**src/hw/rtl/servo_status_packet_receiver_assert.svh**
```systemverilog
// Assertion macros shared by the servo status packet receiver RTL.
// Define ASSERT_OFF to compile the checks out.
`ifndef SERVO_STATUS_PACKET_RECEIVER_ASSERT_SVH
`define SERVO_STATUS_PACKET_RECEIVER_ASSERT_SVH

`ifndef ASSERT_OFF
// Check c whenever a holds in the same cycle.
`define SSPR_ASSERT_IMPLY(label, clk, rst_n, a, c, msg) \
    label: assert property (@(posedge clk) disable iff (!rst_n) (a) |-> (c)) \
        else $error(msg);
// Check c in the cycle after a holds.
`define SSPR_ASSERT_NEXT(label, clk, rst_n, a, c, msg) \
    label: assert property (@(posedge clk) disable iff (!rst_n) (a) |=> (c)) \
        else $error(msg);
`else
`define SSPR_ASSERT_IMPLY(label, clk, rst_n, a, c, msg)
`define SSPR_ASSERT_NEXT(label, clk, rst_n, a, c, msg)
`endif

`endif

```
**src/hw/rtl/sspr_pkg.sv**
```systemverilog
// Shared types and constants of the servo status packet receiver.
// No dependencies; used by the interfaces, the core and the top level.
`default_nettype none

package sspr_pkg;

    localparam int KIND_W  = 2;
    localparam int BYTE_W  = 8;
    localparam int POS_W   = 9;
    localparam int TICK_W  = 16;

    typedef logic [KIND_W-1:0] t_kind;
    typedef logic [BYTE_W-1:0] t_byte;
    typedef logic [POS_W-1:0]  t_pos;
    typedef logic [TICK_W-1:0] t_ticks;

    localparam t_kind KIND_ARM  = 2'd0;
    localparam t_kind KIND_BYTE = 2'd1;
    localparam t_kind KIND_TICK = 2'd2;

    localparam t_ticks TIMEOUT_RESET = 16'd1000;
    localparam t_ticks TICKS_MAX     = 16'hFFFF;

    // Fixed positions inside the status packet.
    localparam t_pos POS_ID      = 9'd2;
    localparam t_pos POS_LENGTH  = 9'd3;
    localparam t_pos POS_PAYLOAD = 9'd4;
    localparam t_pos POS_MAX     = 9'd258;

    typedef struct packed {
        t_byte data_byte;
        t_pos  byte_index;
        logic  packet_done;
        logic  checksum_error;
        logic  timed_out;
    } t_result;

endpackage

`default_nettype wire

```
**src/hw/rtl/sspr_core.sv**
```systemverilog
// Receive state and per-item update of the status packet receiver.
// Depends on sspr_pkg and the assertion macro header.
`default_nettype none
`include "servo_status_packet_receiver_assert.svh"

module sspr_core import sspr_pkg::*; (
    input  wire logic    i_clk,
    input  wire logic    i_rst_n,
    input  wire logic    i_valid,
    input  wire logic    i_fire,
    input  wire t_kind   i_kind,
    input  wire t_byte   i_rx_byte,
    input  wire t_ticks  i_timeout_ticks,
    output logic         o_has_result,
    output t_result      o_result
);

    logic   r_armed,  n_armed;
    t_pos   r_pos,    n_pos;
    t_byte  r_length, n_length;
    t_byte  r_sum,    n_sum;
    t_ticks r_ticks,  n_ticks;

    t_ticks w_ticks_inc;
    t_pos   w_last_pos;
    logic   w_done;
    logic   w_err;

    assign w_ticks_inc = (r_ticks == TICKS_MAX) ? r_ticks : r_ticks + 16'd1;
    assign w_last_pos  = {1'b0, r_length} + POS_LENGTH;

    always_comb begin
        n_armed      = r_armed;
        n_pos        = r_pos;
        n_length     = r_length;
        n_sum        = r_sum;
        n_ticks      = r_ticks;
        o_has_result = 1'b0;
        o_result     = '0;
        w_done       = 1'b0;
        w_err        = 1'b0;

        case (i_kind)
            KIND_ARM: begin
                n_armed  = 1'b1;
                n_pos    = '0;
                n_length = '0;
                n_sum    = '0;
                n_ticks  = '0;
            end
            KIND_TICK: begin
                if (r_armed) begin
                    n_ticks = w_ticks_inc;
                    if (w_ticks_inc >= i_timeout_ticks) begin
                        o_has_result      = 1'b1;
                        o_result.byte_index = r_pos;
                        o_result.timed_out  = 1'b1;
                        n_armed = 1'b0;
                        n_ticks = '0;
                        n_pos   = '0;
                    end
                end
            end
            KIND_BYTE: begin
                if (r_armed) begin
                    n_ticks = '0;
                    if (r_pos == POS_ID) begin
                        n_sum = r_sum + i_rx_byte;
                    end else if (r_pos == POS_LENGTH) begin
                        n_length = i_rx_byte;
                        // zero length: the length byte doubles as the checksum
                        if (i_rx_byte == '0) begin
                            w_done = 1'b1;
                            w_err  = (i_rx_byte != ~r_sum);
                        end else begin
                            n_sum = r_sum + i_rx_byte;
                        end
                    end else if (r_pos >= POS_PAYLOAD) begin
                        if (r_pos == w_last_pos) begin
                            w_done = 1'b1;
                            w_err  = (i_rx_byte != ~r_sum);
                        end else begin
                            n_sum = r_sum + i_rx_byte;
                        end
                    end
                    o_has_result            = 1'b1;
                    o_result.data_byte      = i_rx_byte;
                    o_result.byte_index     = r_pos;
                    o_result.packet_done    = w_done;
                    o_result.checksum_error = w_err;
                    if (w_done) begin
                        n_armed = 1'b0;
                        n_pos   = '0;
                    end else begin
                        n_pos = r_pos + 9'd1;
                    end
                end
            end
            default: begin
                // unused kind: drop
            end
        endcase

        if (!i_valid) begin
            o_has_result = 1'b0;
        end
    end

    always_ff @(posedge i_clk) begin
        if (!i_rst_n) begin
            r_armed  <= 1'b0;
            r_pos    <= '0;
            r_length <= '0;
            r_sum    <= '0;
            r_ticks  <= '0;
        end else if (i_fire) begin
            r_armed  <= n_armed;
            r_pos    <= n_pos;
            r_length <= n_length;
            r_sum    <= n_sum;
            r_ticks  <= n_ticks;
        end
    end

    `SSPR_ASSERT_IMPLY(a_pos_range, i_clk, i_rst_n, 1'b1, r_pos <= POS_MAX, "position past end")
    `SSPR_ASSERT_IMPLY(a_idle_clear, i_clk, i_rst_n, !r_armed, r_pos == '0 && r_ticks == '0, "idle state not cleared")
    `SSPR_ASSERT_NEXT(a_end_disarms, i_clk, i_rst_n, i_fire && o_has_result && (o_result.packet_done || o_result.timed_out), !r_armed, "end of packet left receiver armed")

endmodule

`default_nettype wire
```
**config.mk**
```make
export PLATFORM = sky130hd
export DESIGN_NAME = sspr_core
export DESIGN_NICKNAME = d
export VERILOG_FILES = /design/src/hw/rtl/sspr_pkg.sv /design/src/hw/rtl/sspr_core.sv
export VERILOG_INCLUDE_DIRS = /design/src /design/src/hw/rtl
export SDC_FILE = /design/constraint.sdc
export NUM_CORES = 1
export LEC_CHECK = 0
export ABC_CLOCK_PERIOD_IN_PS = 9300
export BUFFER_PORTS_ARGS = -buffer_cell sky130_fd_sc_hd__buf_4
export CAP_MARGIN = 20
export CORE_AREA = 2 2 104 106
export CTS_CLUSTER_DIAMETER = 80
export DETAILED_ROUTE_END_ITERATION = 16
export DIE_AREA = 0 0 106 108
export MAX_ROUTING_LAYER = met4
export PLACE_DENSITY_LB_ADDON = 0.25
export SYNTH_ARGS = -nofsm -noshare
export SYNTH_HDL_FRONTEND = slang
export SYNTH_SLANG_ARGS = --single-unit
```
**constraint.sdc**
```tcl
create_clock -name i_clk -period 9.3 [get_ports i_clk]
set_clock_uncertainty 0.05 [all_clocks]
set_input_delay 0.93 -clock i_clk [delete_from_list [all_inputs] [get_ports i_clk]]
set_output_delay 0.93 -clock i_clk [all_outputs]
set_load 0.01 [all_outputs]
```
==> flow_metrics.env <==
export IMPL_status="completed"
export IMPL_clk_pin_slew_ns=0.09
export IMPL_yosys_area_share_xor_xnor_pct=4.703
export IMPL_vias=3507
export IMPL_drive_gt1_share_pct=15.40
export IMPL_synth_seq_cells=42
export IMPL_hold_class="reg -> reg"
export IMPL_max_freq_mhz=189.4
export IMPL_syn_num_nets=521
export IMPL_hold_buffers=0
export IMPL_synth_most_common_cell="nor2_1"
export IMPL_critical_path_endpoint_type="primary output"
export IMPL_avgSynthCellArea_um2=7.726
export IMPL_fillers=1059
export IMPL_path_class="reg -> out"
export IMPL_yosys_area_share_simple_pct=30.27
export IMPL_grt_overflow=0
export IMPL_grt_pass1_wl_um=15410
export IMPL_synth_top_cells_by_count="nor2_1 (45), dfxtp_1 (42), nand3_1 (40), nand2_1 (34), ha_1 (32)"
export IMPL_ctsResizeCount=0
export IMPL_seq_area_frac_synth_pct=23.76
export IMPL_clockBufferDepth=2
export IMPL_slew_viol_final=0
export IMPL_synth_area_leaders="dfxtp_1 (24%), ha_1 (11%), nand3_1 (5.7%)"
export IMPL_ir_worst_vdd_uv=50.27
export IMPL_arrival_ns=4.30
export IMPL_cts_tree="built"
export IMPL_report_final_hold_viol_count=0
export IMPL_diodes=0
export IMPL_yosysTopAreaCell="dfxtp_1"
export IMPL_ys_warn_count=0
export IMPL_cp_required_ns=8.32
export IMPL_syn_area_um2=3538
export IMPL_vias_per_cell=5.514
export IMPL_slew_limit_headroom_pct=35.24
export IMPL_routedWlPerCell_um=14.83
export IMPL_grt_pass1_vias=3223
export IMPL_clock_latency_ns=0.30
export IMPL_synth_cells=458
export IMPL_dieArea_um2=11450
export IMPL_start_util_pct=34.58
export IMPL_fin_setup_tns_ns=0
export IMPL_async_flop_share_pct=0
export IMPL_cts_max_level=2
export IMPL_synth_edff_count=0
export IMPL_final_antenna_net_count=0
export IMPL_cts_sinks=42
export IMPL_wl_um=9435
export IMPL_yosysTopAreaCellShare_pct=23.76
export IMPL_cap_violations=0
export IMPL_setup_viol=0
export IMPL_firstDrtPassIters=4
export IMPL_rsz0062_at_grt="no"
export IMPL_portBuffers=50
export IMPL_p_leak_nw=1.730
export IMPL_fp_coreArea_um2=10230
export IMPL_cp_max_fo=10
export IMPL_rows=37
export IMPL_cp_start_kind="register"
export IMPL_setup_slack_ns=4.019
export IMPL_synth_adder_area_share_pct=11.88
export IMPL_ff2ff_setup_slack_ns=5.25
export IMPL_dp_hpwl_um=6992
export IMPL_dp_worst_setup_slack_ns=4.394
export IMPL_muxShareOfSynthArea_pct=0.6365
export IMPL_multi_input_area_um2=2521
export IMPL_worst_pin_slew_ns=0.9678
export IMPL_place_gp_congestion=0.8748
export IMPL_cts_made_buffers=5
export IMPL_fin_cells=636
export IMPL_postCtsSetupBuffers=0
export IMPL_synth_ff_type="dfxtp_1"
export IMPL_period_share_pct=56.78
export IMPL_postPlaceCellArea_um2=4020
export IMPL_grtUsageTotal_pct=16.98
export IMPL_syn_to_final_growth_pct=17.50
export IMPL_seq_area_um2=840.8
export IMPL_synth_top_family_by_area="simple AND/OR/NAND/NOR gates"
export IMPL_cts_root_buffer="clkbuf_8"
export IMPL_placed_cells=628
export IMPL_route_detailed_drc=0
export IMPL_power_density_nw_per_um2=99.11
export IMPL_nets=562
export IMPL_yosysUniqueCellTypes=57
export IMPL_grt_max_degree=35
export IMPL_antenna_found_initial=0
export IMPL_fp_dieH_um=108
export IMPL_final_design_area_no_fill_um2=4158
export IMPL_die_w_um=106
export IMPL_synth_compound_area_share_pct=23.76
export IMPL_pin_count=51
export IMPL_fin_crit_ns=5.281
export IMPL_utilization_pct=40.64
export IMPL_drt_iter0_drc=142
[path summary, 6_finish.rpt]
path              depth (start not counted)                    start                     to
setup reg to reg                         12  r_ticks[3]$_SDFFE_PN0P_  r_pos[4]$_SDFFE_PN0P_
hold / removal                            2    r_sum[0]$_SDFFE_PN0P_  r_sum[0]$_SDFFE_PN0P_
hold reg to reg                           2    r_sum[0]$_SDFFE_PN0P_  r_sum[0]$_SDFFE_PN0P_
setup / recovery                         14  r_ticks[3]$_SDFFE_PN0P_           o_result[11]
[critical path: stages, from the launching register on]
cell,delay [ns]
dfxtp_1,0.45
and4_1,0.28
nand4_1,0.19
nor2_1,0.30
nand3_1,0.25
xnor2_1,0.24
ha_1,0.25
nand2b_1,0.13
a211oi_1,0.26
o21ai_0,0.22
a31oi_1,0.30
o21ai_0,0.19
a21oi_1,0.61
nor2_1,0.13
buf_4,0.17
[final cells by class]
| type | instances | area share (%) |
|---|---|---|
| Timing Repair Buffer | 51 | 9.209 |
| Multi-Input combinational cell | 371 | 60.64 |
| Clock buffer | 5 | 1.655 |
| Sequential cell | 42 | 20.22 |
| Clock inverter | 3 | 1.655 |
| Tap cell | 136 | 4.093 |
| Inverter | 28 | 2.528 |
[registers in the layout (all words and copies together), names as in the netlist]
signal	flops
r_sum	8
r_pos	9
r_ticks	16
r_length	8
r_armed	1
[placed cells by master (no fill, tap or decap), types with 6 or more instances in the layout]
| cell | netlist | layout |
|---|---|---|
| nand2_1 | 34 | 34 |
| xor2_1 | 7 | 7 |
| nor3_1 | 7 | 7 |
| and3_1 | 18 | 18 |
| xnor2_1 | 12 | 12 |
| dfxtp_1 | 42 | 42 |
| o221ai_1 | 6 | 6 |
| o21ai_0 | 24 | 24 |
| nand3b_1 | 8 | 8 |
| a21oi_1 | 21 | 21 |
| a22o_1 | 9 | 9 |
| a22oi_1 | 8 | 8 |
| buf_4 | 0 | 51 |
| nand3_1 | 40 | 40 |
| nor2b_1 | 8 | 8 |
| ha_1 | 32 | 32 |
| a21o_1 | 6 | 6 |
| nor2_1 | 45 | 45 |
| inv_1 | 28 | 28 |
| a31oi_1 | 8 | 8 |
| nand4b_1 | 9 | 9 |
[logic make-up after synthesis]
kind of cell             count (synthesis)
AO/OA/AOI/OAI                          115
XOR/XNOR                                19
adder cells (fa/ha/maj)                 33
buffers and inverters                   45
flip-flops                              42
multiplexers                             2
AND/OR/NAND/NOR                        202
[per-stage QoR]
step | hold slack [ns] | power, mW
finish | 0.4508 | 0.4121
global route | 0.4671 | 0.4273
CTS | 0.4480 | 0.4160
detailed placement | 0.4321 | 0.2371
global placement | 0.4254 | 0.2365
floorplan | 0.4125 | 0.2147
[layer usage]
layer  routed length, um  track usage [%]
met5                   0                -
met4                 110            4.417
met3                 350            2.411
met2                4420            27.93
met1                4553            22.05
[power by group]
| group | internal, mW | switching [mW] | total [mW] |
|---|---|---|---|
| clock | 0.108 | 0.0714 | 0.179 |
| combinational | 0.0203 | 0.0301 | 0.0504 |
| sequential | 0.180 | 0.00235 | 0.183 |
| total | 0.308 | 0.104 | 0.412 |
Note: power is estimated with default switching activity, not from simulation.
